File: src/rtl/core/pcam_isqrt.sv
`timescale 1ns / 1ps
// ----------------------------------------------------------------------------
// pcam_isqrt
// Bit-serial integer square root, floored; one result bit per cycle.
// ----------------------------------------------------------------------------
module pcam_isqrt #(
    parameter int ROOT_W = 25,
    localparam int RAD_W = 2 * ROOT_W - 1,
    localparam int REM_W = ROOT_W + 3,
    localparam int CNT_W = $clog2(ROOT_W + 1)
) (
    input  logic              i_clk,
    input  logic              i_rst_n,
    input  logic              i_start,
    input  logic [RAD_W-1:0]  i_rad,
    output logic              o_done,
    output logic [ROOT_W-1:0] o_root
);

    logic [2*ROOT_W-1:0] r_rad;
    logic [REM_W-1:0]    r_rem;
    logic [ROOT_W-1:0]   r_root;
    logic [CNT_W-1:0]    r_cnt;
    logic                r_busy;
    logic                r_done;

    logic [REM_W-1:0]    w_rem_sh;
    logic [REM_W-1:0]    w_trial;
    logic                w_ge;

    // Bring down the next two radicand bits and try root*4+1
    assign w_rem_sh = {r_rem[REM_W-3:0], r_rad[2*ROOT_W-1 -: 2]};
    assign w_trial  = REM_W'({r_root, 2'b01});
    assign w_ge     = (w_rem_sh >= w_trial);

    always_ff @(posedge i_clk) begin
        if (!i_rst_n) begin
            r_busy <= 1'b0;
            r_done <= 1'b0;
            r_cnt  <= '0;
        end else begin
            r_done <= 1'b0;
            if (i_start) begin
                r_busy <= 1'b1;
                r_cnt  <= CNT_W'(ROOT_W);
            end else if (r_busy) begin
                r_cnt <= r_cnt - 1'b1;
                if (r_cnt == CNT_W'(1)) begin
                    r_busy <= 1'b0;
                    r_done <= 1'b1;
                end
            end
        end
    end

    always_ff @(posedge i_clk) begin
        if (i_start) begin
            r_rad  <= {1'b0, i_rad};
            r_rem  <= '0;
            r_root <= '0;
        end else if (r_busy) begin
            r_rad  <= {r_rad[2*ROOT_W-3:0], 2'b00};
            r_rem  <= w_ge ? (w_rem_sh - w_trial) : w_rem_sh;
            r_root <= {r_root[ROOT_W-2:0], w_ge};
        end
    end

    assign o_done = r_done;
    assign o_root = r_root;

endmodule

File: config.mk
export PLATFORM = sky130hd
export DESIGN_NAME = pcam_isqrt
export DESIGN_NICKNAME = d
export VERILOG_FILES = /design/src/rtl/core/pcam_isqrt.sv
export SDC_FILE = /design/constraint.sdc
export NUM_CORES = 1
export LEC_CHECK = 0
export BUFFER_PORTS_ARGS = -buffer_cell sky130_fd_sc_hd__buf_2
export CAP_MARGIN = 20
export CORE_MARGIN = 2
export CORE_UTILIZATION = 43
export DETAILED_ROUTE_END_ITERATION = 16
export GPL_ROUTABILITY_DRIVEN = 0
export PLACE_DENSITY_LB_ADDON = 0.2
export RECOVER_POWER = 25
export SLEW_MARGIN = 20
export SYNTH_ARGS = -nofsm -noshare
export SYNTH_HDL_FRONTEND = slang
export SYNTH_SLANG_ARGS = --single-unit
File: constraint.sdc
create_clock -name i_clk -period 2.4 [get_ports i_clk]
set_input_delay 0.24 -clock i_clk [delete_from_list [all_inputs] [get_ports i_clk]]
set_output_delay 0.24 -clock i_clk [all_outputs]
set_load 0.1 [all_outputs]
==> After elaboration in Yosys (flattened, before gate mapping) <==
Index checks and enable logic that the tools add are counted.
{ "word_totals": {"regBits": 108, "in_bits": 52, "output_inout_bits": 26, "word_cells": 26} }
{ "op_classes": {"addsub": 2, "n_lt_le_gt_ge": 1, "eq_ne": 1, "n_mux": 9, "bitwise": 2, "reduce_logical": 3} }
{ "ops": {"columns": ["op", "n"], "rows": [
  ["49-bit 2-to-1 mux", 2],
  ["28-bit by 27-bit >= comparator with 1-bit output", 1],
  ["26-bit 2-to-1 mux", 1],
  ["26-bit subtractor", 1],
  ["5-bit 2-to-1 mux", 2],
  ["5-bit by 1-bit equality test with 1-bit output, second input constant", 1],
  ["5-bit by 1-bit subtractor with 5-bit output, second input constant", 1],
  ["1-bit 2-to-1 mux", 4],
  ["3-bit OR reduction", 1],
  ["1-bit inverter", 2],
  ["2-bit nonzero test", 1],
  ["2-bit OR reduction", 1]
]} }

==> Longest topological paths before layout <==
{ "logic_depth": {"word_depth": 4, "mapped_depth": 12} }

==> Worst setup path after synthesis <==
No wires, ideal clock.
{ "synth_path": {"kind": "reg-to-reg", "startpoint": "reg r_root[0], in the netlist o_root[0]", "endpoint": "reg r_rem[25]", "setup_ns": 0.122, "t_arrival_ns": 2.781, "path_slack_ns": -0.503, "stages_incl_launch_ff": 11, "n_path_buf": 0, "synth_period_minus_slack_ns": 2.903, "cell_sequence": "dfxtp_1 inv_1 ha_1 o21ai_0 o21ai_1 a31oi_2 o21ai_1 nand2b_4 a311oi_2 xor2_1 o21ai_1"} }
{ "synth_via": {"elab_chain_len": 2, "word_cells_on_any_way": 3} }
{ "synth_lines": {"columns": ["element", "line", "rtl"], "rows": [
  ["start: declaration", "22", "logic [ROOT_W-1:0] r_root;"],
  ["start signal: assignment", "64", "r_root <= {r_root[ROOT_W-2:0], w_ge};"],
  ["26-bit subtractor or 28-bit by 27-bit >= comparator with 1-bit output (tied branches)", "63, 34", null],
  ["26-bit 2-to-1 mux (*)", "63", "r_rem <= w_ge ? (w_rem_sh - w_trial) : w_rem_sh;"],
  ["end signal: assignment", "63", null],
  ["end: declaration", "21", "logic [REM_W-1:0] r_rem;"]
]} }
Every way passes the cells marked *; elsewhere a longest branch is shown, timed or not.
A chain may end at the register's enable or synchronous reset.

==> Worst setup path after layout <==
{ "layout_path": {"startpoint": "reg r_rem[4]", "endpoint": "reg r_rem[16]"} }
{ "layout_via": {"elab_chain_len": 2, "word_cells_on_any_way": 3} }
{ "layout_lines": {"columns": ["element", "line"], "rows": [
  ["26-bit subtractor or 28-bit by 27-bit >= comparator with 1-bit output (tied branches)", "63, 34"],
  ["26-bit 2-to-1 mux (*)", "63"]
]} }
Marks and branches as above.

==> impl_metrics.yaml <==
setup_path:
  worstSetupEndpointType: "flip-flop"
  crit_slowest_cell: "dfxtp_1"
  worstPathCellList: "ha_4, nand4_1, a211oi_2, o311ai_2, nand4_1, a21oi_4, buf_12, mux2i_2, a211oi_2"
  arrival_ns: 2.57
  critPathKind: "reg -> reg"
  cp.required_ns: 2.63
  cp_max_fo: 7
  crit_family: "compound AO/OA/AOI/OAI gates"
  path_buf_inv: 1
  worstSetupStartpointType: "flip-flop"
  slowest_delay_ns: 0.41
die:
  row_count: 42
  core-area_um2: 13140
  die_w_um: 119.7
  die_h_um: 119.7
  die-area_um2: 14320
  initial_core_util_pct: 43.80
  io_pins: 78
logic_synthesis:
  synthTopCellsByArea: "edfxtp_1 26%, dfxtp_1 21%, mux2_2 9.2%, ha_1 6.3%, mux2i_1 6.1%"
  synth_ff_type: "dfxtp_1"
  synth_top_cell_by_area: "edfxtp_1"
  synth_warnings: 0
  ys_types: 53
  synthesis.area_um2: 5754
  synth_top_area_share_pct: 25.57
  synth_cells: 551
  yosysSeqAreaShare_pct: 46.10
  ys_seq_elements: 108
  syn-num-nets: 632
  synthArstFlopShare_pct: 0
  synth_edf_count: 49
  syn_area_per_cell_um2: 10.44
  ys_top_cells_by_count: "73 x nor2_1, 59 x dfxtp_1, 49 x edfxtp_1"
  post-synth-top-count-cell: "nor2_1"
clocking:
  insertion_delay_ns: 0.36
  h-tree-depth: 3
  holdBufCountCts: 0
  clock_sinks: 108
  cts_buffer_depth: 2
  cts_root_buffer: "clkbuf_16"
  cts_inserted_buffers: 9
  clk_pin_slew_ns: 0.07
  tritoncts: "yes"
final_layout:
  syn_to_final_growth_pct: 25.83
  fin_area_um2: 7241
  n_antenna_cell: 0
  nets: 731
  drive_gt1_share_pct: 39.85
  num-fill-cells: 1184
  final_core_util_pct: 55.11
sta:
  tightestPinTransition_ns: 0.7502
  fmax_mhz: 427.4
  rsz0062_at_grt: "yes"
  hold_viol: 0
  fin_worst_skew_ns: 0.006663
  setup_tns_ns: 0
  period_share_pct: 97.50
  slew_viol_final: 0
  min_period_ns: 2.340
  slew_headroom_pct: 49.89
  hold_slack_ns: 0.1657
  setup_viol: 0
grt:
  grt_pass1_vias: 4169
  grt.total_usage_pct: 17.32
  grt_max_degree: 50
  grt_overflow: 0
  antenna_found_initial: 0
  grt_pass1_wl_um: 19900
power_and_ir_drop:
  power.density_nw_per_um2: 1489
  finalPower_mw: 10.78
  p_leak_nw: 2.889
  irDropWorstVdd_mv: 0.9663
hold_path:
  hold_class: "in -> reg"
route:
  vias: 4338
  dr.pass1.iters: 5
  wl_per_cell_um: 15.19
  vias_per_cell: 5.220
  drtIter0Drc: 238
  drc_errors: 0
  ant_nets: 0
  drt-total-wl_um: 12620
placement:
  post_dp_cell_area_um2: 6530
  place.port_buffers: 77
  hpwl_um: 8592
run_status:
  outcome: "finished, final reports clean"
flow_run:
  max_cap_violations: 0
[cell families (layout without fill, tap and decap cells)]
logic type,after synthesis,count (layout),share of synthesized area [%]
adders and majority gates,29,29,6.306
DFF,108,108,46.10
buffers and inverters,58,162,4.153
and+or+nand+nor,134,134,10.52
xor gates and xnor gates,25,25,3.805
muxes,82,82,15.29
AOI/OAI and AO/OA,115,115,13.83
[through the flow]
step | worst slack [ns] | instances
2_1_floorplan | 0.01796 | 551
3_3_place_gp | 0.02147 | 803
3_5_place_dp | -0.0005529 | 803
4_1_cts | 0.001219 | 819
5_1_grt | -0.06099 | 831
6_report | 0.06006 | 831
[worst reg2reg max path, delay by kind of cell, from the launching register on]
| family | cells | cell delay (ns) |
|---|---|---|
| adder cells (fa/ha/maj) | 1 | 0.25 |
| buffers and inverters | 1 | 0.19 |
| multiplexers | 1 | 0.22 |
| AND/OR/NAND/NOR | 2 | 0.33 |
| AO/OA/AOI/OAI | 4 | 0.81 |
| flip-flops | 1 | 0.41 |
[flip-flops by register name, indices dropped and copies added, names as in the netlist]
name	flops
o_root	25
r_cnt	5
o_done	1
r_rad	50
r_rem	26
r_busy	1
[final timing paths]
kind,startpoint,end,slack (ns),cells past startpoint
setup / recovery,r_rem[4],r_rem[16],0.06,9
hold / removal,i_rad[1],r_rad[1],0.17,2
setup reg to reg,r_rem[4],r_rem[16],0.06,9
hold reg to reg,r_rem[18],r_rem[18],0.49,2
[repair_timing]
item / CTS / global route
setup buffers: 0 / 9
resized for setup: 0 / 71
endpoints found under the setup margin: 0 / 26
endpoints found under the hold margin: 0 / 0
[cell usage in the layout (no fill, tap or decap), types with 8 or more instances in the layout]
cell type,synthesis,final
xnor2_1,13,13
mux2_2,47,47
a21oi_2,0,8
nor2_1,73,68
edfxtp_1,49,49
xor2_1,12,12
a211oi_1,14,9
buf_4,1,30
ha_1,29,13
clkbuf_16,0,11
nand2_1,26,25
ha_4,0,14
o21ai_1,6,18
mux2i_1,35,33
a21oi_1,29,21
buf_2,2,76
dfxtp_1,59,33
inv_1,34,27
dfxtp_4,0,20
[per-layer routing]
layer / vias up / GRT usage [%] / part of all wire, %
li1: 2177 / - / -
met1: 2071 / 21.46 / 45
met2: 81 / 29.43 / 49
met3: 9 / 5.371 / 4.4
met4: 0 / 4.338 / 1.3
met5: - / 0 / 0
[final cells by class]
type	count	area [um^2]	area share (%)
clock buffer	11	232.7	3.214
clock inverter	5	36.28	0.5011
inverter	34	127.6	1.763
multi-input combinational	385	3167	43.74
sequential	108	2735	37.77
tap	176	220.2	3.041
timing repair buffer	112	721.9	9.971
[where the power goes]
| part | internal (mW) | total (mW) | leakage [nW] | switching, mW |
|---|---|---|---|---|
| Sequential | 2.21 | 2.43 | 0.993 | 0.225 |
| Combinational | 3.44 | 6.96 | 1.77 | 3.52 |
| Clock | 0.708 | 1.40 | 0.124 | 0.690 |
| Total | 6.35 | 10.8 | 2.89 | 4.43 |
No activity file was read; power rests on OpenSTA's default activity.
