===== src/rtl/core/pcam_pkg.sv =====
`timescale 1ns / 1ps
// ----------------------------------------------------------------------------
// pcam_pkg
// Shared types, constants and register codes of the pair closest-approach
// monitor.
// ----------------------------------------------------------------------------
package pcam_pkg;

    // Fixed field widths
    localparam int SLOT_IN_W  = 6;   // pair_slot field on the input stream
    localparam int SLOT_CODES = 64;  // number of distinct pair_slot codes
    localparam int DIST_W     = 25;  // distance fields
    localparam int ROUND_W    = 26;  // round closest tracker, all ones = none
    localparam int CFG_W      = 24;  // configuration register width
    localparam int CFG_IDX_W  = 2;

    // Parameter defaults
    localparam int PAIR_SLOTS_DEF = 64;
    localparam int COORD_BITS_DEF = 24;

    // Register reset values, sixteenths of a metre
    localparam logic [CFG_W-1:0] IGNORE_RESET = CFG_W'(1600);
    localparam logic [CFG_W-1:0] REPORT_RESET = CFG_W'(800);
    localparam logic [CFG_W-1:0] SWING_RESET  = CFG_W'(16);

    localparam logic [ROUND_W-1:0] ROUND_NONE = '1;

    typedef enum logic [CFG_IDX_W-1:0] {
        CFG_IGNORE = 2'd0,
        CFG_REPORT = 2'd1,
        CFG_SWING  = 2'd2
    } t_cfg_reg;

    typedef enum logic [2:0] {
        ST_CLEAR,
        ST_IDLE,
        ST_SQX,
        ST_SQY,
        ST_ROOT_GO,
        ST_ROOT,
        ST_WRITE
    } t_state;

    // Per-pair history word held in the pair memory
    typedef struct packed {
        logic [DIST_W-1:0] last_dist;
        logic              known;
        logic              closing;
        logic              valid;
        logic [DIST_W-1:0] run_min;
        logic [DIST_W-1:0] run_max;
    } t_entry;

    typedef struct packed {
        logic [CFG_W-1:0] ignore_lim;
        logic [CFG_W-1:0] report_lim;
        logic [CFG_W-1:0] swing_range;
    } t_cfg;

    typedef struct packed {
        logic              closing_out;
        logic              ev_flag;
        logic [DIST_W-1:0] ev_dist;
    } t_upd_res;

endpackage


===== src/rtl/core/pcam_update.sv =====
`timescale 1ns / 1ps
// ----------------------------------------------------------------------------
// pcam_update
// Pair history update: ignore, first sighting, hysteresis and event check.
// ----------------------------------------------------------------------------
module pcam_update (
    input  pcam_pkg::t_entry                i_ent,
    input  logic [pcam_pkg::DIST_W-1:0]     i_dist,
    input  pcam_pkg::t_cfg                  i_cfg,
    output pcam_pkg::t_entry                o_ent,
    output pcam_pkg::t_upd_res              o_res
);

    localparam int DistW = pcam_pkg::DIST_W;

    logic [DistW-1:0] w_ignore;
    logic [DistW-1:0] w_report;
    logic [DistW-1:0] w_swing;

    assign w_ignore = DistW'(i_cfg.ignore_lim);
    assign w_report = DistW'(i_cfg.report_lim);
    assign w_swing  = DistW'(i_cfg.swing_range);

    always_comb begin
        o_ent = i_ent;
        if (i_dist > w_ignore) begin
            // Out of range: drop history flags, keep min and max
            o_ent.known   = 1'b0;
            o_ent.closing = 1'b0;
            o_ent.valid   = 1'b0;
        end else if (!i_ent.known) begin
            o_ent.last_dist = i_dist;
            o_ent.known     = 1'b1;
            o_ent.closing   = 1'b0;
            o_ent.valid     = 1'b0;
        end else if (i_ent.last_dist != i_dist) begin
            if (i_ent.last_dist > i_dist) begin
                if (!i_ent.closing && (i_ent.run_max > i_dist) &&
                    ((i_ent.run_max - i_dist) > w_swing)) begin
                    o_ent.closing = 1'b1;
                end
                o_ent.run_min = i_dist;
            end else begin
                if (i_ent.closing && (i_dist > i_ent.run_min) &&
                    ((i_dist - i_ent.run_min) > w_swing)) begin
                    o_ent.closing = 1'b0;
                end
                o_ent.run_max = i_dist;
            end
            o_ent.last_dist = i_dist;
            o_ent.valid     = 1'b1;
        end
    end

    always_comb begin
        o_res.closing_out = o_ent.closing;
        o_res.ev_flag     = i_ent.valid && o_ent.valid && i_ent.closing &&
                            !o_ent.closing && (o_ent.run_min <= w_report);
        o_res.ev_dist     = o_res.ev_flag ? o_ent.run_min : '0;
    end

endmodule


===== config.mk =====
export PLATFORM = sky130hd
export DESIGN_NAME = pcam_update
export DESIGN_NICKNAME = d
export VERILOG_FILES = /design/src/rtl/core/pcam_pkg.sv /design/src/rtl/core/pcam_update.sv
export SDC_FILE = /design/constraint.sdc
export NUM_CORES = 1
export LEC_CHECK = 0
export BUFFER_PORTS_ARGS = -buffer_cell sky130_fd_sc_hd__buf_2
export CORE_MARGIN = 1
export CORE_UTILIZATION = 50
export DETAILED_ROUTE_END_ITERATION = 8
export PLACE_DENSITY = 0.94
export SYNTH_ARGS = -nofsm -noshare
export SYNTH_HDL_FRONTEND = slang
export SYNTH_SLANG_ARGS = --single-unit

===== constraint.sdc =====
create_clock -name vclk -period 9.3
set_input_delay 1.86 -clock vclk [all_inputs]
set_output_delay 1.86 -clock vclk [all_outputs]
set_load 0.005 [all_outputs]

# --- Word-level counts from Yosys, hierarchy flattened ---
# Index checks and enable logic that the tools add are counted.
totals:
  ff_bits: 0
  latchBits: 0
  ram_bits: 0
  mem_bits_ro: 0
  input_bits: 175
  output_inout_bits: 105
  word_cells: 34
  memories: 0
classes:
  add_sub_neg: 2
  multipliers: 0
  div: 0
  magnitude_cmp: 7
  n_eq_ne: 1
  shifts: 0
  n_mux: 14
  bitwise_logic: 0
  n_reduce_logical: 10
ops:
  columns: ["op", "count"]
  rows:
  - ["25-bit two-way mux", 6]
  - ["50-bit two-way mux", 2]
  - ["25-bit by 24-bit > comparator with 1-bit output", 3]
  - ["25-bit > comparator", 3]
  - ["52-bit two-way mux", 1]
  - ["25-bit subtractor", 2]
  - ["25-bit by 24-bit less-or-equal comparator with 1-bit output", 1]
  - ["25-bit inequality test", 1]
  - ["1-bit logical AND", 8]
  - ["1-bit two-way mux", 3]
  - ["3-bit two-way mux", 1]
  - ["1-bit logical NOT", 2]
  - ["2-bit two-way mux", 1]

# --- Depth between registers and ports, before layout ---
# Gate-level depths: netlist (run 1).
depth:
  word_depth: 13
  mapped_depth: 21
  depth_no_buf: 19

# --- Least setup slack after synthesis (run 1) ---
# OpenSTA, ideal clock, no wires.
synth_path:
  kind: "input port to output port"
  startpoint: "input i_dist[20] (netlist bit)"
  endpoint: "output o_res[17] (netlist bit)"
  t_arrival_ps: 6108
  required_time_ps: 7440
  slack_ps: 1332
  stages: 20
  path_buffers: 3
  cell_sequence: "inv_1 -> ha_1 -> nand4_1 -> or4_4 -> or4_4 -> o21ai_2 -> nor3b_1 -> buf_6 -> buf_6 -> mux2i_1 -> ha_1 -> a21o_1 -> a21oi_1 -> nor2b_1 -> o41ai_1 -> o2111ai_1 -> a221oi_1 -> o2111ai_2 -> buf_2 -> and2b_1"
synth_rtl:
  columns: ["item", "line", "rtl"]
  rows:
  - ["from (decl)", "pcam_update.sv:8", "input logic [pcam_pkg::DIST_W-1:0] i_dist,"]
  - ["to (decl)", "pcam_update.sv:11", "output pcam_pkg::t_upd_res o_res"]

==> results of run 1 <==
==> synthesized netlist by cell type, types with 20 or more instances <==
cell type / count
ha_1: 171
inv_1: 142
a21oi_1: 70
o21ai_0: 67
nand2_1: 63
nor2_1: 44
mux2i_1: 28
nor2b_1: 27
nand4_1: 26
a21o_1: 24
nand3_1: 24
mux2_2: 23
xnor2_1: 23
o21a_1: 20
==> layer usage <==
layer / vias up / global-route usage / wire [microns]
li1: 3929 / - / -
met1: 3681 / 0.4088 / 9897
met2: 468 / 0.6188 / 11650
met3: 86 / 0.04789 / 1954
met4: 0 / 0.1848 / 1344
met5: - / 0 / 0
==> power breakdown <==
group / switching, mW / internal, mW / leakage [nW]
Combinational: 0.323 / 0.246 / 4.65
Sequential: 0 / 0 / 0
Clock: 0 / 0.0000000144 / 0.00000634
Total: 0.323 / 0.246 / 4.65
==> kinds of logic (layout without fill, tap and decap cells) <==
| group | Yosys count | in the layout | share of synthesized area |
|---|---|---|---|
| mux | 51 | 51 | 0.08114 |
| fa+ha+maj | 173 | 173 | 0.3279 |
| xor+xnor | 35 | 35 | 0.04612 |
| compound gates | 266 | 266 | 0.2547 |
| other cells | 1 | 2 | 0.0005642 |
| simple gates | 252 | 252 | 0.1947 |
| buf+inv | 158 | 426 | 0.09488 |
==> final cells by class <==
type / count / area share
multi-input combinational: 778 / 0.7338
timing repair buffer: 284 / 0.1747
inverter: 142 / 0.06496
tap: 172 / 0.02623
antenna: 1 / 0.0003050
==> metrics by stage <==
stage               cell area, sq um  std cells  worst slack, ns
floorplan                       6646        936            1.332
global placement                8203       1376           0.7694
detailed placement              8203       1376           0.6335
CTS                             8203       1376           0.6286
global route                    8205       1377           0.1661
finish                          8205       1377           0.5519
==> final timing paths <==
kind	from	endpoint	slack (ns)
max	i_dist[21]	o_res[11]	0.55
min	i_ent[53]	o_ent[53]	4.01
==> cell usage in the layout (no fill, tap or decap), drive strengths merged, types with 7 or more instances in the layout <==
| cell | Yosys | layout |
|---|---|---|
| a211oi | 17 | 17 |
| xnor2 | 23 | 23 |
| o21bai | 7 | 7 |
| buf | 11 | 284 |
| nand4 | 26 | 26 |
| a21oi | 70 | 70 |
| nor2 | 44 | 44 |
| o21a | 20 | 20 |
| nor3 | 14 | 14 |
| nand2 | 63 | 63 |
| mux2 | 23 | 23 |
| xor2 | 12 | 12 |
| o211ai | 10 | 10 |
| nand2b | 10 | 10 |
| and3 | 12 | 12 |
| inv | 142 | 142 |
| and2b | 8 | 8 |
| o21ai | 68 | 68 |
| nor2b | 27 | 27 |
| nand3 | 24 | 24 |
| ha | 171 | 171 |
| a21o | 24 | 24 |
| mux2i | 28 | 28 |
==> tightest hold or removal path, delay by kind of cell <==
family	cells	cell delay (ns)
AOI/OAI and AO/OA	1	0.06
and+or+nand+nor	1	0.04
buffers and inverters	2	0.20
==> metrics.md, run 1 <==
| Metric | Value |
|---|---|
| Die area | 0.01376 sq mm |
| Area of the multi-input gates | 0.006021 sq mm |
| Final #Nets | 1554 |
| Hold_buf cts | 0 |
| RSZ-0062 raised after global routing | false |
| IO Count | 280 |
| Clock buf count | 0 |
| Fraction of layout cells with a size suffix above 1 | 0.2616 |
| Initial antenna violation count | 1 |
| Overflow after GRT | 0 |
| RePlAce Congestion | 0.9697 |
| Post-Syn Area | 0.006646 sq mm |
| Yosys top cell area share | 0.3219 |
| Register cell area after layout | 0 sq um |
| Sequential share of the synthesized area | 0 |
| Setup violators final | 0 |
| Via density | 5.929 |
| Largest delay contributor family on the critical path | simple AND/OR/NAND/NOR gates |
| HPWL Detailed | 21.81 mm |
| Stages on worst setup path | 21 |
| Tightest Pin Transition | 0.7072 ns |
| Final Hold Violating Endpoints | 0 |
| Critical path arrival | 6.89 ns |
| Syn_nets | 1284 |
| Critical Path Start Type | primary input |
| Delay of the slowest critical-path stage | 0.57 ns |
| Worst hold margin | 4.010 ns |
| FFs & Latches | 0 |
| Warning count from the yosys run | 0 |
| Worst hold-check path type | in2out |
| Pwr/cell area | 69.44 mW/mm^2 |
| CP Data Required Time | 7.44 ns |
| Row cnt | 41 |
| 1st-iter DRT viols | 638 |
| Drt wl/cell | 18.05 microns |
| Max VDD drop | 0.00004141 V |
| Lkg Pwr | 4.655 nW |
| Syn Inst Count | 936 |
| Pin count of the biggest net entering global routing | 27 |
| Vias post-DR | 8164 |
| Routed wire length | 24.85 mm |
| Period utilisation layout | 0.9407 |
| Fmax | 114.3 MHz |
| Slew headroom | 0.5163 |
| Slowest CP cell | or4_4 |
| Core Footprint | 0.01277 sq mm |
| Drt drc | 0 |
| Status | completed |
| Avg Cell Area, Syn | 7.101 sq um |
| Crit end category | output pin |
| CP Max Fanout | 25 |
| Final setup TNS | 0 ns |
| Worst Hold Depth | 4 |
| Critical path class | in2out |
| Post-CTS Resized | 0 |
| Tot Pwr | 0.5698 mW |
| Total of max-cap violations | 0 |
| Cell variety after synth | 57 |
| Setup bufs post-CTS | 0 |
| Chain of cells forming the critical path | buf_2 > inv_1 > ha_1 > nand4_1 > or4_4 > or4_4 > o21ai_2 > nor3b_2 > buf_4 > mux2i_1 > ha_1 > a21o_1 > a21oi_1 > nor2b_1 > o41ai_1 > o2111ai_1 > a221oi_1 > o2111ai_2 > buf_4 > and2b_1 > buf_2 |
| WP buf/inv | 5 |
| First-pass GRT wire length | 36.98 mm |
| Die X | 117.3 microns |
| ANT nets after route | 0 |
| Gr usage total | 0.3499 |
| Area leader, netlist | ha_1 |
| Area delta synth->final | 23.46% |
| Filler Cells Inserted | 1178 |
| Vias in the first global route | 7527 |
| Dominant cells by area after synthesis | ha_1 32%, inv_1 8.0%, a21oi_1 5.3% |
| DRT Pass-1 Iters | 5 |
| Core Util, Final | 0.6424 |
| # port buffers | 279 |
| Final min period | 8.748 ns |
| Die height | 117.3 microns |
| Initial core utilization | 0.5203 |
| Final Max Slew Viols | 0 |
(Power assumes the default switching activity.)
==> run 2: changes to the inputs <==
RECOVER_POWER = 50   (was default)
==> metrics.md, run 2 (same netlist as run 1, synthesis figures left out) <==
| Metric | Value |
|---|---|
| Finished Cell Area | 0.008162 sq mm |
| Register cell area after layout | 0 sq um |
| Slew headroom | -0.1164 |
| Initial core utilization | 0.5203 |
| Max VDD drop | 0.00004063 V |
| Die area | 0.01376 sq mm |
| Core Util, Final | 0.6389 |
| Total of max-cap violations | 1 |
| Tot Pwr | 0.5663 mW |
| Die X | 117.3 microns |
| Failing checks | capacitance limit, slew limit |
| Clock buf count | 0 |
| ANT nets after route | 0 |
| Vias in the first global route | 7527 |
| DRT Pass-1 Iters | 5 |
| HPWL Detailed | 21.81 mm |
| Routed wire length | 24.78 mm |
| Final Hold Violating Endpoints | 0 |
| Critical path arrival | 6.94 ns |
| First-pass GRT wire length | 36.98 mm |
| Status | complete, but fails checks |
| 1st-iter DRT viols | 610 |
| Area delta synth->final | 22.80% |
| Core Footprint | 0.01277 sq mm |
| Int Power | 0.2436 mW |
| Fmax | 113.7 MHz |
| Clock network fraction of total power | 0 |
| FFs & Latches | 0 |
| Row cnt | 41 |
| Comb pwr share | 1.000 |
| Worst Setup Slack post-DPL | 0.6335 ns |
| Worst hold margin | 4.009 ns |
| Overflow after GRT | 0 |
| Setup violators final | 0 |
| Final setup margin | 0.5034 ns |
| Die height | 117.3 microns |
| Worst Hold Depth | 4 |
| Gr usage total | 0.3499 |
| CP Data Required Time | 7.44 ns |
| Hold_buf cts | 0 |
| RePlAce Congestion | 0.9697 |
| Placed Cells incl. Taps | 1376 |
| Commonest non-fill, non-tap cell in the layout | buf_2 |
| Lkg Pwr | 4.567 nW |
| Drt drc | 0 |
| Tightest Pin Transition | 1.675 ns |
| IO Count | 280 |
| Worst hold-check path type | in2out |
| Pwr/cell area | 69.39 mW/mm^2 |
| Final setup TNS | 0 ns |
| Pin count of the biggest net entering global routing | 27 |
| Fin cells | 1377 |
| Period utilisation layout | 0.9459 |
| CP Max Fanout | 25 |
| Critical path class | in2out |
| RSZ-0062 raised after global routing | false |
| Most frequent cells in the layout | 246 x buf_2, 171 x ha_1, 142 x inv_1, 70 x a21oi_1, 67 x o21ai_0 |
| Initial antenna violation count | 1 |
| Sequential power share | 0 |
| Vias post-DR | 8164 |
| Final min period | 8.797 ns |
| Fraction of layout cells with a size suffix above 1 | 0.2359 |
| Critical Path Start Type | primary input |
| Final #Nets | 1554 |
| Post-CTS Resized | 0 |
| Crit end category | output pin |
| Setup bufs post-CTS | 0 |
| # port buffers | 279 |
| Via density | 5.929 |
| Placed cell area | 0.008203 sq mm |
| Final Max Slew Viols | 26 |
| NetSw | 0.3227 mW |
| Drt wl/cell | 17.99 microns |
| Sw Ratio | 0.5698 |
## run 2: changes by cell type in the layout (fill, tap and decap cells not counted)
cell      previous run  this run
buf_2              279       246
clkbuf_1             0        31
clkbuf_2             0         4
and2_0               0         2
and2_1               4         2
buf_4                5         3
## run 2: path summary, 6_finish.rpt
| check | startpoint | end |
|---|---|---|
| setup / recovery | i_dist[21] | o_res[11] |
| hold / removal | i_ent[53] | o_ent[53] |
## run 2: cell type report
class | count | area, sq um
Fill cell | 1199 | 4612
Antenna cell | 1 | 2.502
Inverter | 142 | 533.0
Multi-Input combinational cell | 778 | 6021
Timing Repair Buffer | 284 | 1390
Tap cell | 172 | 215.2
## run 2: power groups by stage
stage / registers [mW] / clock network [mW] / logic [mW]
after global placement: 0 / 0 / 0.538
after floorplan: 0 / 0 / 0.364
final: 0 / 0.0000000144 / 0.566
after global routing: 0 / 0.0000000144 / 0.627
after CTS: 0 / 0 / 0.557
after detailed placement: 0 / 0 / 0.553
## run 2: per-layer routing
metal  track usage  routed length, microns  vias to the layer above
li1              -                       -                     3926
met1        0.4088                    9689                     3661
met2        0.6188                   11570                      479
met5             0                       0                        -
met3       0.04789                    2102                       98
met4        0.1848                    1412                        0
## run 2: worst max-delay path, cell delays in order
cell and delay, ns:
buf_2 0.15, inv_1 0.11, ha_1 0.34, nand4_1 0.16, or4_4 0.56, nor2_1 0.12, a211o_1 0.17, o21ai_2 0.09
nor3b_2 0.21, clkbuf_1 0.56, mux2i_1 0.38, ha_1 0.31, nand4_1 0.16, nor3_1 0.10, o41ai_1 0.35, o2111ai_1 0.19
a221oi_1 0.35, o2111ai_2 0.16, buf_4 0.26, and2b_1 0.22, buf_2 0.11
==> run 3: changes to the inputs <==
TNS_END_PERCENT = 10   (was default)
clock period = 8.7 ns   (was 9.3 ns; I/O delays follow)
==> metrics.md, run 3 (same netlist as run 1, synthesis figures left out) <==
| Metric | Value |
|---|---|
| Chain of cells forming the critical path | buf_2 > inv_1 > ha_1 > nand4_1 > or4_4 > or4_4 > o21ai_2 > nor3b_4 > buf_4 > mux2i_2 > ha_1 > a21o_1 > a21oi_1 > nor2b_1 > o41ai_1 > o2111ai_1 > a221oi_1 > o2111ai_2 > buf_4 > and2b_1 > buf_2 |
| Critical path class | in2out |
| Largest delay contributor family on the critical path | simple AND/OR/NAND/NOR gates |
| Routed wire length | 25.46 mm |
| Initial antenna violation count | 1 |
| Slowest CP cell | or4_4 |
| Die X | 117.3 microns |
| Register cell area after layout | 0 sq um |
| Fraction of layout cells with a size suffix above 1 | 0.2516 |
| Finished Cell Area | 0.008433 sq mm |
| Hold_buf cts | 0 |
| Critical Path Start Type | primary input |
| RSZ-0062 raised after global routing | false |
| IO Count | 280 |
| Most frequent cells in the layout | 237 x buf_2, 171 x ha_1, 142 x inv_1, 70 x a21oi_1, 67 x o21ai_0 |
| Total of max-cap violations | 2 |
| Final Max Slew Viols | 76 |
| Core Footprint | 0.01277 sq mm |
| DRT Pass-1 Iters | 5 |
| Commonest non-fill, non-tap cell in the layout | buf_2 |
| # port buffers | 279 |
| Critical path arrival | 6.61 ns |
| Placed cell area | 0.008458 sq mm |
| Area delta synth->final | 26.88% |
| Vias post-DR | 8317 |
| Final #Nets | 1590 |
| Filler Cells Inserted | 1168 |
| Max VDD drop | 0.00004125 V |
| WP buf/inv | 5 |
| Period utilisation layout | 0.9602 |
| Crit end category | output pin |
| Drt wl/cell | 18.00 microns |
| First-pass GRT wire length | 37.76 mm |
| Clock buf count | 0 |
| Final min period | 8.354 ns |
| Final Hold Violating Endpoints | 0 |
| Lkg Pwr | 4.716 nW |
| Status | complete, but fails checks |
| Drt drc | 0 |
| FFs & Latches | 0 |
| Via density | 5.882 |
| Fmax | 119.7 MHz |
| Gr usage total | 0.3606 |
| Die height | 117.3 microns |
| 1st-iter DRT viols | 720 |
| Worst Setup Slack post-DPL | -0.1187 ns |
| RePlAce Congestion | 0.9977 |
| Row cnt | 41 |
| Pwr/cell area | 72.76 mW/mm^2 |
| Delay of the slowest critical-path stage | 0.57 ns |
| CP Data Required Time | 6.96 ns |
| Die area | 0.01376 sq mm |
| Tightest Pin Transition | 1.748 ns |
| Area of the multi-input gates | 0.006035 sq mm |
| HPWL Detailed | 22.48 mm |
| Pin count of the biggest net entering global routing | 50 |
| ANT nets after route | 0 |
| Vias in the first global route | 7493 |
| Slew headroom | -0.1651 |
| Worst hold-check path type | in2out |
| Overflow after GRT | 0 |
| Initial core utilization | 0.5203 |
| Tot Pwr | 0.6136 mW |
| Failing checks | capacitance limit, slew limit |
| Final setup margin | 0.3461 ns |
| Setup violators final | 0 |
| CP Max Fanout | 25 |
==> run 3: final timing paths <==
kind | from | end | slack (ns) | cells past startpoint
hold / removal | i_ent[53] | o_ent[53] | 3.77 | 4
setup / recovery | i_dist[22] | o_res[5] | 0.35 | 21
==> run 3: area by class of cell <==
| cell class | count | share of cell area |
|---|---|---|
| multi-input combinational | 778 | 0.7156 |
| timing repair buffer | 320 | 0.1951 |
| inverter | 142 | 0.06320 |
| tap | 172 | 0.02552 |
| antenna | 2 | 0.0005935 |
==> run 3: layer usage <==
| layer | part of all wire | vias up | track usage |
|---|---|---|---|
| met5 | 0 | - | 0 |
| met2 | 0.46 | 496 | 0.6329 |
| met1 | 0.39 | 3707 | 0.4228 |
| met4 | 0.071 | 0 | 0.2127 |
| li1 | - | 4008 | - |
| met3 | 0.081 | 106 | 0.03965 |
==> run 3: per-stage QoR <==
| step | setup TNS (ns) | hold WS (ns) | util | std cells |
|---|---|---|---|---|
| finish | 0 | 3.773 | 0.6602 | 1414 |
| global route | 0 | 3.805 | 0.6600 | 1413 |
| CTS | 0 | 3.775 | 0.6627 | 1410 |
| detailed placement | -1.273 | 3.770 | 0.6622 | 1410 |
| global placement | 0 | 3.764 | 0.6622 | 1410 |
| floorplan | 0 | 3.578 | - | 936 |
==> run 3: repair_timing <==
action | CTS | global route
endpoints found under the setup margin | 24 | 25
setup buffers | 0 | 2
pin swaps | 0 | 1
gates resized for setup | 1 | 2
cloned | 0 | 0
==> run 3: tightest hold or removal path, stage by stage <==
cell,delay (ns)
buf_2,0.09
nand2_1,0.04
o21ai_0,0.06
clkbuf_1,0.11
==> run 3: report_power, final <==
group / total [mW] / switching (mW) / internal, mW
registers: 0 / 0 / 0
clock network: 0.0000000308 / 0 / 0.0000000308
logic: 0.614 / 0.344 / 0.270
total: 0.614 / 0.344 / 0.270
