**src/rtl/core/pcam_ram.sv**
```systemverilog
`timescale 1ns / 1ps
// ----------------------------------------------------------------------------
// pcam_ram
// Simple dual-port synchronous RAM, one write and one registered read port.
// ----------------------------------------------------------------------------
module pcam_ram #(
    parameter int WIDTH = 8,
    parameter int DEPTH = 64,
    localparam int AW   = (DEPTH > 1) ? $clog2(DEPTH) : 1
) (
    input  logic             i_clk,
    input  logic             i_we,
    input  logic [AW-1:0]    i_waddr,
    input  logic [WIDTH-1:0] i_wdata,
    input  logic [AW-1:0]    i_raddr,
    output logic [WIDTH-1:0] o_rdata
);

    logic [WIDTH-1:0] r_mem [DEPTH];
    logic [WIDTH-1:0] r_rdata;

    always_ff @(posedge i_clk) begin
        if (i_we) begin
            r_mem[i_waddr] <= i_wdata;
        end
        r_rdata <= r_mem[i_raddr];
    end

    assign o_rdata = r_rdata;

endmodule

```
**config.mk**
```make
export PLATFORM = sky130hd
export DESIGN_NAME = pcam_ram
export DESIGN_NICKNAME = d
export VERILOG_FILES = /design/src/rtl/core/pcam_ram.sv
export SDC_FILE = /design/constraint.sdc
export NUM_CORES = 1
export LEC_CHECK = 0
export BUFFER_PORTS_ARGS = -buffer_cell sky130_fd_sc_hd__clkbuf_2
export CAP_MARGIN = 20
export CORE_MARGIN = 2
export CORE_UTILIZATION = 40
export CTS_BUF_LIST = sky130_fd_sc_hd__clkbuf_8
export CTS_CLUSTER_DIAMETER = 60
export CTS_CLUSTER_SIZE = 24
export DETAILED_ROUTE_END_ITERATION = 10
export HOLD_SLACK_MARGIN = 0.05
export PLACE_DENSITY = 0.62
export SLEW_MARGIN = 20
export SYNTH_ARGS = -nofsm -noshare
export SYNTH_HDL_FRONTEND = slang
export SYNTH_SLANG_ARGS = --single-unit
```
**constraint.sdc**
```tcl
create_clock -name i_clk -period 2.3 [get_ports i_clk]
set_input_delay 0.115 -clock i_clk [delete_from_list [all_inputs] [get_ports i_clk]]
set_output_delay 0.115 -clock i_clk [all_outputs]
set_load 0.02 [all_outputs]
```
=== Word level (Yosys, flattened, before mapping) ===
Memories as Yosys holds them, arrays and structs flattened. A register that Yosys moved wholly into a read port is not among the register bits.
Cells that the tools add are included.

* Register bits after elaboration: 0
* Bits in read-only memories: 0
* Output and inout bits: 8
* Bits in latches: 0
* Memory bits (writable): 512
* Memories: 1
* Bits of input ports: 22
* Logic and storage cells: 3

{| class="wikitable"
|+ Memory list
! name !! words !! bits a word !! read ports !! clocked after Yosys merged registers in !! wr ports !! line !! RTL
|-
| r_mem || 64 || 8 || 1 || 1 || 1 || 19 || <nowiki>logic [WIDTH-1:0] r_mem [DEPTH];</nowiki>
|}

* Divide/modulo/power cells: 0
* Order comparisons: 0
* Multiplexer cells: 2
* Bitwise operators: 0
* Add/subtract/negate cells: 0
* Reductions and logical operators: 0
* Shifts and indexed selects: 0
* Eq/ne operators: 0
* $mul: 0

{| class="wikitable"
|+ Operators with widths
! cell !! count
|-
| $mux 1 || 2
|}

=== Depth between registers and ports, before layout ===
Gate-level depths: netlist (run 1).

* Depth in word-level cells: 2
* Gate-level depth with buffers: 9
* Mapped depth without buffers: 5

=== Least setup slack after synthesis (run 1) ===
No wires, ideal clock.

* Path kind: in2reg
* From: in i_raddr[1]
* To: reg r_rdata[3] (netlist: o_rdata[3]), read port of r_mem
* Path slack: 517 ps
* Arrival time: 1655 ps
* Path buffers: 3
* Library setup time: 128 ps
* Stages: 7
* Cell sequence: buf_4 > buf_2 > buf_2 > mux4_2 > mux4_2 > o21ai_1 > o41ai_1

{| class="wikitable"
|+ RTL lines
! what !! line !! RTL
|-
| start, declared || 15 || <nowiki>input logic [AW-1:0] i_raddr,</nowiki>
|-
| end, declared || 20 || <nowiki>logic [WIDTH-1:0] r_rdata;</nowiki>
|}

==> qor.yml, run 1 <==
status: "completed"
detailedPlacementHpwl_um: 28600
switching_share_pct: 21.8
worstReg2RegStart: "r_mem[3][5]$_DFFE_PP_"
detail_route.first_pass.iterations: 5
vias: 9736
finalSetupViolations: 0
global_route.peak_usage_layer: "met2"
die-width_um: 229
via_per_inst: 5.49
async_flop_share_pct: 0
max_clock_freq_ghz: 0.484
synth-main-ff-cell: "sky130_fd_sc_hd__edfxtp_1"
power_switching_w: 0.00357
design.portCount: 30
clk_slew_on_worst_s_h_paths_ps: 130
post_synth_instance_area_um2: 20200
drtIter0Drc: 1056
antenna_violating_nets_post_route: 0
layout-drive-gt1-share_pct: 31.6
cp-start-kind: "flip-flop"
ratio_of_final_minimum_period_to_clock_period_pct: 89.8
globalRouteTotalUtil_pct: 17.1
syn_avg_cell_area_um2: 21.5
critical_path_peak_fanout: 1
post_synth_inst_count: 940
pwr-share-seq_pct: 64.3
worst_slew_pin_slew_ps: 988
final.setup.tns_ps: 0
std_cell_rows: 82
port_buffers: 29
data_required_time_at_the_worst_endpoint_ps: 2820
clock_path_buffers: 3
share_clk_of_total_power_pct: 29.4
number_of_antenna_violations_at_the_first_check_in_global_routing: 3
drc: 0
endpoint_kind: "flip-flop"
cts_tree: "done"
synth_fp_nets: 962
utilization_pct: 45.4
worst_skew_pair.late_latency_ps: 680
grt_use_met2_pct: 27.3
numClockSinks: 520
wire_length_of_the_first_global_routing_pass_um: 66300
rsz0062_at_grt: "no"
p_int_w: 0.0128
min-delay-path-class: "in2reg"
min_delay_path_depth: 2
slew_headroom_pct: 34.1
via_count_of_the_first_global_routing_pass: 9874
total_leakage_power_nw: 7.15
final_nets: 1102
p_comb_share_pct: 6.4
grt_util_met1_pct: 24.8
crit-reg2reg-capture: "o_rdata[5]$_DFF_P_"
cellPowerDensity_nw_per_um2: 721
cts_root_buf: "sky130_fd_sc_hd__clkbuf_8"
worst_ir_drop_vdd_mv: 0.453
portion_of_the_post_synthesis_area_used_by_sequential_elements_pct: 77.0
cts_made_buffers: 30
final_hold_viol_count: 0
slew_violations: 0
synth-warning-count: 0
die_footprint_um2: 52200
worstHoldStart: "i_wdata[6]"
core-area_um2: 50000
route.detailed.wl_per_inst_um: 25.1
clock_tree.htree_level_count: 1
period_needed_ps: 2070
area_grow_syn2layout_pct: 12.4
timing.hold.worst_endpoint: "r_mem[0][6]$_DFFE_PP_"
globalplace.congestion: 0.793
clock_skew_ps: 47.1
grt-ovfl-total: 0
worstRegToRegCells: 4
max_cap_violations: 0
synth.ff_latch_count: 520
grt_start_max_net_pins: 65
number_of_distinct_library_cells_after_synthesis: 40
synth_edf_count: 512
grtUsageMet3_pct: 2.42
reg2reg_setup_slack_ps: 230
start_util_pct: 40.4
worstSetupPathType: "reg2reg"
fp.dieH_um: 229
worst-endpoint-arrival_ps: 2580
routed_wirelength_um: 44600
state kept, by name, summed over array words and instances (netlist names):
signal and count:
r_mem 512, o_rdata 8
through the flow:
step / setup WS [ps] / hold slack (ps) / cell area [um2] / std cells / power (W)
final: 234 / 71.1 / 22700 / 1775 / 0.0164
after global routing: 125 / 100 / 22700 / 1775 / 0.0169
after CTS: 239 / 59.9 / 22700 / 1774 / 0.0165
after detailed placement: -150 / 557 / 21900 / 1716 / 0.0118
after global placement: -170 / 572 / 21900 / 1716 / 0.0118
after floorplan: 517 / 214 / 20200 / 940 / 0.0113
critical path: stages, from the launching register on:
cell and delay, ps:
sky130_fd_sc_hd__edfxtp_1 390, sky130_fd_sc_hd__mux4_2 470, sky130_fd_sc_hd__nor2b_1 170, sky130_fd_sc_hd__a2111oi_0 730, sky130_fd_sc_hd__o41ai_1 150
area by class of cell:
| type | count | area, um2 |
|---|---|---|
| well taps | 672 | 841 |
| flip-flops and latches | 520 | 15500 |
| fillers | 4215 | 27300 |
| repair buffers | 159 | 1260 |
| clock buffers | 31 | 427 |
| multi-input cells | 369 | 4320 |
| diodes | 1 | 2.50 |
| clock inverters | 23 | 290 |
logic make-up (layout without fill, tap and decap cells):
logic type      Yosys count  count (layout)  share of synthesized area [%]
simple gates            153             153                           3.39
buf+inv                  51             213                           1.57
compound gates           54              54                           2.07
mux                     162             162                           15.9
flops                   520             520                           77.0
other cells               0               1                              0
timing repair:
action | 4_1_cts | 5_1_grt
setup buffers | 0 | 0
resized for setup | 1 | 0
hold endpoints to repair | 18 | 0
hold buffers | 4 | 0
endpoints found under the setup margin | 1 | 0
power groups by stage:
stage                     combinational [W]  sequential [W]  clock [W]
after global routing                0.00112          0.0105    0.00522
after detailed placement            0.00105          0.0107          0
after global placement              0.00103          0.0107          0
after floorplan                    0.000559          0.0107          0
final                               0.00104          0.0105    0.00481
after CTS                           0.00105          0.0105    0.00492
placed cells by master, fill, tap and decap left out, types with 9 or more instances in the layout:
cell	count
sky130_fd_sc_hd__nand2_1	19
sky130_fd_sc_hd__edfxtp_1	512
sky130_fd_sc_hd__mux2_2	13
sky130_fd_sc_hd__mux4_2	126
sky130_fd_sc_hd__mux2i_1	23
sky130_fd_sc_hd__buf_4	119
sky130_fd_sc_hd__clkbuf_2	24
sky130_fd_sc_hd__buf_12	9
sky130_fd_sc_hd__nor2_1	83
sky130_fd_sc_hd__nor2b_1	14
sky130_fd_sc_hd__clkbuf_8	32
sky130_fd_sc_hd__nand3_1	13
worst max path at each step:
stage	startpoint	to	slack [ps]	depth (start not counted)
global route	r_mem[46][1]$_DFFE_PP_	o_rdata[1]$_DFF_P_	130	4
finish	r_mem[3][5]$_DFFE_PP_	o_rdata[5]$_DFF_P_	230	4
detailed placement	i_raddr[0]	o_rdata[2]$_DFF_P_	-150	6
floorplan	i_raddr[1]	o_rdata[3]$_DFF_P_	520	7
CTS	r_mem[45][1]$_DFFE_PP_	o_rdata[1]$_DFF_P_	240	4
global placement	i_raddr[0]	o_rdata[5]$_DFF_P_	-170	6
routing by layer:
metal / wire length (um) / share of wire [%] / vias to the layer above
li1: - / - / 4180
met1: 19800 / 45 / 5177
met2: 20900 / 47 / 311
met3: 2580 / 5.8 / 64
met4: 1170 / 2.6 / 4
met5: 23 / 0.052 / -
cell usage after synthesis, types with 4 or more instances:
cell type                    n  area, um2
sky130_fd_sc_hd__a211oi_1    4       30.0
sky130_fd_sc_hd__a221oi_1    6       52.6
sky130_fd_sc_hd__buf_1       4       15.0
sky130_fd_sc_hd__buf_2      11       55.1
sky130_fd_sc_hd__buf_4      13       97.6
sky130_fd_sc_hd__buf_6       4       45.0
sky130_fd_sc_hd__clkbuf_1   17       63.8
sky130_fd_sc_hd__dfxtp_1     8        160
sky130_fd_sc_hd__edfxtp_1  512      15400
sky130_fd_sc_hd__mux2_2     13        146
sky130_fd_sc_hd__mux2i_1    23        230
sky130_fd_sc_hd__mux4_2    126       2840
sky130_fd_sc_hd__nand2_1    19       71.3
sky130_fd_sc_hd__nand2b_1    7       43.8
sky130_fd_sc_hd__nand3_1    13       65.1
sky130_fd_sc_hd__nor2_1     83        312
sky130_fd_sc_hd__nor2b_1    14       87.6
sky130_fd_sc_hd__nor3_1      7       35.0
sky130_fd_sc_hd__o221ai_1    8       70.1
sky130_fd_sc_hd__o22ai_1     8       50.1
Power figures use the tool's default switching activity.
==> run 2: changes to the inputs <==
--- a/config.mk
+++ b/config.mk
@@ -5,6 +5,7 @@
 export SDC_FILE = /design/constraint.sdc
 export NUM_CORES = 1
 export LEC_CHECK = 0
+export ABC_AREA = 1
 export BUFFER_PORTS_ARGS = -buffer_cell sky130_fd_sc_hd__clkbuf_2
 export CAP_MARGIN = 20
 export CORE_MARGIN = 2
==> qor.yml, run 2 <==
status: "completed"  # unchanged
worstSetupPathType: "reg2out"  # was reg2reg
share_clk_of_total_power_pct: 32.3  # was 29.4%
synth_edf_count: 512  # unchanged
synth_fp_nets: 1827  # was 962
pwr-share-seq_pct: 60.2  # was 64.3%
cellPowerDensity_nw_per_um2: 740  # was 721 nW/um2
die-width_um: 235  # was 229 um
core-area_um2: 52700  # was 50000 um2
port_buffers: 29  # unchanged
synth_top_cells_by_count: "sky130_fd_sc_hd__nand2_1 (648), sky130_fd_sc_hd__edfxtp_1 (512), sky130_fd_sc_hd__nand3_1 (439), sky130_fd_sc_hd__nor2_1 (56), sky130_fd_sc_hd__buf_2 (37)"  # was sky130_fd_sc_hd__edfxtp_1 (512), sky130_fd_sc_hd__mux4_2 (126), sky130_fd_sc_hd__nor2_1 (83), sky130_fd_sc_hd__mux2i_1 (23), sky130_fd_sc_hd__nand2_1 (19)
globalRouteTotalUtil_pct: 19.7  # was 17.1%
synth_most_common_cell: "sky130_fd_sc_hd__nand2_1"  # was sky130_fd_sc_hd__edfxtp_1
via_count_of_the_first_global_routing_pass: 13534  # was 9874
postCtsSetupBuffers: 0  # unchanged
global_route.peak_usage_layer: "met2"  # unchanged
post_synth_instance_area_um2: 21300  # was 20200 um2
routed_wirelength_um: 54900  # was 44600 um
detailedPlacementHpwl_um: 33200  # was 28600 um
p_int_w: 0.0132  # was 0.0128 W
design_power_total_w: 0.0175  # was 0.0164 W
clock_tree.htree_level_count: 2  # was 1
slew_headroom_pct: 35.0  # was 34.1%
antenna_violating_nets_post_route: 0  # unchanged
finalSetupViolations: 0  # unchanged
critical_path_peak_fanout: 1  # unchanged
std_cell_rows: 84  # was 82
synth_top_area_share_pct: 72.0  # was 76.2%
worst_ir_drop_vdd_mv: 0.355  # was 0.453 mV
grt_util_met1_pct: 27.5  # was 24.8%
number_of_distinct_library_cells_after_synthesis: 16  # was 40
portion_of_the_post_synthesis_area_used_by_sequential_elements_pct: 72.8  # was 77.0%
netlist.top_cell.by_area: "sky130_fd_sc_hd__edfxtp_1"  # unchanged
grtUsageMet3_pct: 3.45  # was 2.42%
layout-drive-gt1-share_pct: 10.8  # was 31.6%
hold_slack_ps: 97.0  # was 71.1 ps
total_leakage_power_nw: 8.50  # was 7.15 nW
period_needed_ps: 1520  # was 2070 ps
syn_avg_cell_area_um2: 11.8  # was 21.5 um2
synth-main-ff-cell: "sky130_fd_sc_hd__edfxtp_1"  # unchanged
drtIter0Drc: 1661  # was 1056
worst_skew_pair.late_latency_ps: 640  # was 680 ps
grt-ovfl-total: 0  # unchanged
start_util_pct: 40.5  # was 40.4%
n_fill_cell: 4827  # was 4215
clock_path_buffers: 3  # unchanged
clock_skew_ps: 26.3  # was 47.1 ps
ratio_of_final_minimum_period_to_clock_period_pct: 66.0  # was 89.8%
layout.cells.most_common: "sky130_fd_sc_hd__nand2_1"  # was sky130_fd_sc_hd__edfxtp_1
drc: 0  # unchanged
cts_tree: "done"  # unchanged
worst-endpoint-arrival_ps: 1400  # was 2580 ps
switching_share_pct: 24.5  # was 21.8%
grt_start_max_net_pins: 145  # was 65
die_footprint_um2: 55200  # was 52200 um2
post_synth_inst_count: 1805  # was 940
worstPathCellList: "clkbuf_2"  # was mux4_2 > nor2b_1 > a2111oi_0 > o41ai_1
final.setup.tns_ps: 0  # unchanged
fp.dieH_um: 235  # was 229 um
power_switching_w: 0.00427  # was 0.00357 W
cts_root_buf: "sky130_fd_sc_hd__clkbuf_8"  # unchanged
numClockSinks: 520  # unchanged
critical_path.top_delay_family: "flip-flops"  # was compound AO/OA/AOI/OAI gates
max_clock_freq_ghz: 0.658  # was 0.484 GHz
cpPeakStageDelay_ps: 520  # was 730 ps
most_frequent_cells_in_the_layout: "sky130_fd_sc_hd__nand2_1 (648), sky130_fd_sc_hd__edfxtp_1 (512), sky130_fd_sc_hd__nand3_1 (439)"  # was sky130_fd_sc_hd__edfxtp_1 (512), sky130_fd_sc_hd__mux4_2 (126), sky130_fd_sc_hd__buf_4 (119)
design.portCount: 30  # unchanged
route.detailed.wl_per_inst_um: 21.2  # was 25.1 um
p_comb_share_pct: 7.5  # was 6.4%
synth-warning-count: 0  # unchanged
endpoint_kind: "output port"  # was flip-flop
globalplace.congestion: 0.854  # was 0.793
largest_register_ffs: 512  # unchanged
sequential_cell_area_um2: 15500  # unchanged
detail_route.first_pass.iterations: 6  # was 5
async_flop_share_pct: 0  # unchanged
max_flop_register: "r_mem"  # unchanged
final_hold_viol_count: 0  # unchanged
synth.ff_latch_count: 520  # unchanged
utilization_pct: 44.8  # was 45.4%
area_used_by_multi_input_combinational_logic_um2: 4950  # was 4320 um2
slew_violations: 0  # unchanged
cp_num_buf_inv: 1  # was 0
wire_length_of_the_first_global_routing_pass_um: 82800  # was 66300 um
cts_made_buffers: 36  # was 30
final_nets: 1898  # was 1102
area_grow_syn2layout_pct: 10.6  # was 12.4%
cp-start-kind: "flip-flop"  # unchanged
max_cap_violations: 0  # unchanged
timing.critical_path.slowest_stage_cell: "sky130_fd_sc_hd__dfxtp_1"  # was sky130_fd_sc_hd__a2111oi_0
via_per_inst: 5.35  # was 5.49
grt_use_met2_pct: 31.6  # was 27.3%
clk_slew_on_worst_s_h_paths_ps: 120  # was 130 ps
number_of_antenna_violations_at_the_first_check_in_global_routing: 2  # was 3
rsz0062_at_grt: "no"  # unchanged
worst_slew_pin_slew_ps: 974  # was 988 ps
synth_area_leaders: "sky130_fd_sc_hd__edfxtp_1 (72%), sky130_fd_sc_hd__nand2_1 (11%), sky130_fd_sc_hd__nand3_1 (10%), sky130_fd_sc_hd__buf_6 (1.8%), sky130_fd_sc_hd__nor2_1 (0.99%)"  # was sky130_fd_sc_hd__edfxtp_1 (76%), sky130_fd_sc_hd__mux4_2 (14%), sky130_fd_sc_hd__nor2_1 (1.5%), sky130_fd_sc_hd__mux2i_1 (1.1%), sky130_fd_sc_hd__dfxtp_1 (0.79%)
vias: 13860  # was 9736
data_required_time_at_the_worst_endpoint_ps: 2180  # was 2820 ps
min-delay-path-class: "in2reg"  # unchanged
-- run 2: metrics by stage --
stage,area [um2],cells,setup WS (ps)
floorplan,21300,1805,419
global placement,22600,2519,430
detailed placement,22600,2519,444
CTS,23600,2592,813
global route,23600,2592,763
finish,23600,2593,781
-- run 2: repair_timing --
item | in CTS | in global routing
endpoints found under the hold margin | 339 | 0
gates resized for setup | 0 | 0
hold buffers | 7 | 0
-- run 2: power groups by stage --
stage               Sequential, W  Clock, W  Combinational (W)
floorplan                  0.0107         0           0.000737
global placement           0.0107         0            0.00129
detailed placement         0.0107         0            0.00130
CTS                        0.0105   0.00572            0.00131
global route               0.0105   0.00603            0.00143
finish                     0.0105   0.00563            0.00131
-- run 2: logic make-up (layout without fill, tap and decap cells) --
logic type,Yosys count,after routing,share of synthesized area [%]
and+or+nand+nor,1160,1160,23.2
other,0,1,0
buffers and inverters,125,224,4.02
DFF,520,520,72.8
-- run 2: final cells by class --
cell class | instances | share of cell area (%)
sequential | 520 | 65.8
multi-input combinational | 1160 | 21.0
timing repair buffer | 146 | 5.41
tap | 688 | 3.65
clock buffer | 37 | 2.16
clock inverter | 29 | 1.74
inverter | 12 | 0.223
antenna | 1 | 0.0106
-- run 2: metal layers --
| layer | part of all wire [%] | vias up | routed length (um) |
|---|---|---|---|
| met3 | 7.7 | 85 | 4210 |
| met2 | 47 | 529 | 25800 |
| met5 | 0.024 | - | 13 |
| met4 | 2.5 | 2 | 1350 |
| li1 | - | 6464 | - |
| met1 | 43 | 6780 | 23500 |
-- run 2: path summary, 6_finish.rpt --
check / from / to / slack (ps) / depth (start not counted)
setup / recovery: o_rdata[0]$_DFF_P_ / o_rdata[0] / 780 / 1
hold / removal: i_waddr[2] / r_mem[49][2]$_DFFE_PP_ / 100 / 3
setup reg to reg: r_mem[31][4]$_DFFE_PP_ / o_rdata[4]$_DFF_P_ / 890 / 8
hold reg to reg: r_mem[4][0]$_DFFE_PP_ / o_rdata[0]$_DFF_P_ / 840 / 8
==> run 3: changes to the inputs <==
==> constraint.sdc (replaced) <==
create_clock -name i_clk -period 1.55 [get_ports i_clk]
set_input_delay 0.0775 -clock i_clk [delete_from_list [all_inputs] [get_ports i_clk]]
set_output_delay 0.0775 -clock i_clk [all_outputs]
set_load 0.02 [all_outputs]
==> qor.yml, run 3 (synthesis results as in run 2) <==
globalRouteTotalUtil_pct: 19.1  # was 19.7%
die-width_um: 235  # unchanged
vias: 13972  # was 13860
p_int_w: 0.0189  # was 0.0132 W
cpPeakStageDelay_ps: 540  # was 520 ps
worstSetupPathType: "in2reg"  # was reg2out
min-delay-path-class: "in2reg"  # unchanged
max_clock_freq_ghz: 0.682
share_clk_of_total_power_pct: 29.5  # was 32.3%
largest_register_ffs: 512  # unchanged
pwr-share-seq_pct: 62.2  # was 60.2%
max_cap_violations: 0  # unchanged
fp.dieH_um: 235  # unchanged
data_required_time_at_the_worst_endpoint_ps: 1900  # was 2180 ps
via_count_of_the_first_global_routing_pass: 13657  # was 13534
die_footprint_um2: 55200  # unchanged
num_antenna_cells: 0  # was 1
slew_headroom_pct: 66.7  # was 35.0%
total_leakage_power_nw: 8.80  # was 8.50 nW
start_util_pct: 40.5  # unchanged
number_of_antenna_violations_at_the_first_check_in_global_routing: 1  # was 2
clock_tree.htree_level_count: 2  # unchanged
final_nets: 1954  # was 1898
hold_slack_ps: 100  # was 97.0 ps
worst_ir_drop_vdd_mv: 0.806  # was 0.355 mV
globalplace.congestion: 0.831  # was 0.854
route.detailed.wl_per_inst_um: 20.1  # was 21.2 um
grt-ovfl-total: 0  # unchanged
area_grow_syn2layout_pct: 12.9  # was 10.6%
status: "completed"  # unchanged
wire_length_of_the_first_global_routing_pass_um: 81500  # was 82800 um
slew_violations: 0  # unchanged
p_comb_share_pct: 8.3  # was 7.5%
most_frequent_cells_in_the_layout: "sky130_fd_sc_hd__nand2_1 (648), sky130_fd_sc_hd__edfxtp_1 (512), sky130_fd_sc_hd__nand3_1 (439)"  # unchanged
design.portCount: 30  # unchanged
port_buffers: 29  # unchanged
final_hold_viol_count: 0  # unchanged
numClockSinks: 520  # unchanged
critical-path-top-cell-by-count: "sky130_fd_sc_hd__buf_4"
max_flop_register: "r_mem"  # unchanged
critical_path_peak_fanout: 9  # was 1
period_needed_ps: 1470
worst_slew_pin_slew_ps: 500  # was 974 ps
cts_tree: "done"  # unchanged
timing.final.ws_setup_ps: 84.3  # was 781 ps
placement.setup.worst_slack_ps: -96.9  # was 444 ps
clk_slew_on_worst_s_h_paths_ps: 120  # about the same
cts_made_buffers: 34  # was 36
routed_wirelength_um: 53200  # was 54900 um
finalSetupViolations: 0  # unchanged
final.setup.tns_ps: 0  # unchanged
worst-endpoint-arrival_ps: 1820  # was 1400 ps
cp-start-kind: "input pin"  # was flip-flop
drtIter0Drc: 1630  # was 1661
grt_start_max_net_pins: 65  # was 145
layout.cells.most_common: "sky130_fd_sc_hd__nand2_1"  # unchanged
antenna_violating_nets_post_route: 0  # unchanged
endpoint_kind: "flip-flop"  # was output port
non_filler_instances: 2645  # was 2593
timing.critical_path.slowest_stage_cell: "sky130_fd_sc_hd__dlygate4sd3_1"  # was sky130_fd_sc_hd__dfxtp_1
worstPathCellList: "dlygate4sd3_1 > clkbuf_2 > inv_1 > nand4_1 > buf_4 > nor2_1 > buf_4"  # was clkbuf_2
power_switching_w: 0.00617  # was 0.00427 W
clock_skew_ps: 31.3  # was 26.3 ps
via_per_inst: 5.28  # was 5.35
ratio_of_final_minimum_period_to_clock_period_pct: 94.6
clock_path_buffers: 3  # unchanged
drc: 0  # unchanged
core-area_um2: 52700  # unchanged
cellPowerDensity_nw_per_um2: 1040  # was 740 nW/um2
switching_share_pct: 24.6  # was 24.5%
cts_root_buf: "sky130_fd_sc_hd__clkbuf_8"  # unchanged
layout-drive-gt1-share_pct: 12.7  # was 10.8%
detailedPlacementHpwl_um: 33100  # was 33200 um
worst_skew_pair.late_latency_ps: 660  # was 640 ps
post-place-cells: 2570  # was 2519
std_cell_rows: 84  # unchanged
detail_route.first_pass.iterations: 7  # was 6
rsz0062_at_grt: "no"  # unchanged
run 3: changes by cell type in the layout (fill, tap and decap cells not counted), sizes merged, moves of 2 or more:
cell | before | now
clkbuf | 65 | 63
dlygate4sd3 | 7 | 14
clkinvlp | 4 | 1
bufinv | 6 | 2
inv | 22 | 25
buf | 111 | 162
run 3: cell type report:
class | count | area [um2]
clock buffer | 35 | 482
multi-input combinational | 1160 | 4950
sequential | 520 | 15500
timing repair buffer | 204 | 1940
fill | 4748 | 28600
clock inverter | 26 | 278
tap | 688 | 861
inverter | 12 | 52.6
run 3: final timing paths:
check                                 to              startpoint  cells after the start  slack [ps]
hold / removal    r_mem[40][3]$_DFFE_PP_              i_waddr[3]                      4         100
setup / recovery  r_mem[28][2]$_DFFE_PP_              i_waddr[0]                      7          80
hold reg to reg       o_rdata[4]$_DFF_P_  r_mem[36][4]$_DFFE_PP_                      8         830
setup reg to reg      o_rdata[0]$_DFF_P_  r_mem[10][0]$_DFFE_PP_                      8         170
run 3: timing repair:
action,4_1_cts,5_1_grt
setup endpoints to repair,0,1
hold endpoints to repair,467,0
resized for setup,0,1
buffers inserted,0,0
hold buffers,14,0
run 3: power groups by stage:
stage	combinational (W)	sequential, W	clock [W]
after floorplan	0.00109	0.0159	0
after global placement	0.00203	0.0159	0
after detailed placement	0.00205	0.0159	0
after CTS	0.00209	0.0156	0.00758
after global routing	0.00228	0.0156	0.00806
final	0.00208	0.0156	0.00740
run 3: metrics by stage:
stage | power, W | utilization (%) | instance area (um2)
2_1_floorplan | 0.0170 | - | 21300
3_3_place_gp | 0.0179 | 44.1 | 23200
3_5_place_dp | 0.0180 | 44.1 | 23200
4_1_cts | 0.0253 | 45.8 | 24100
5_1_grt | 0.0259 | 45.8 | 24100
6_report | 0.0251 | 45.8 | 24100
run 3: layer usage:
metal	part of all wire (%)	wire length (um)	GRT usage (%)
met2	47	25200	30.9
met4	2.2	1160	5.33
met1	43	22900	26.8
met3	7.4	3930	3.13
met5	0.021	11	0
run 3: critical path: cells and delay by family:
family | cells | cell delay, ps
buffers and inverters | 5 | 1420
and+or+nand+nor | 2 | 310
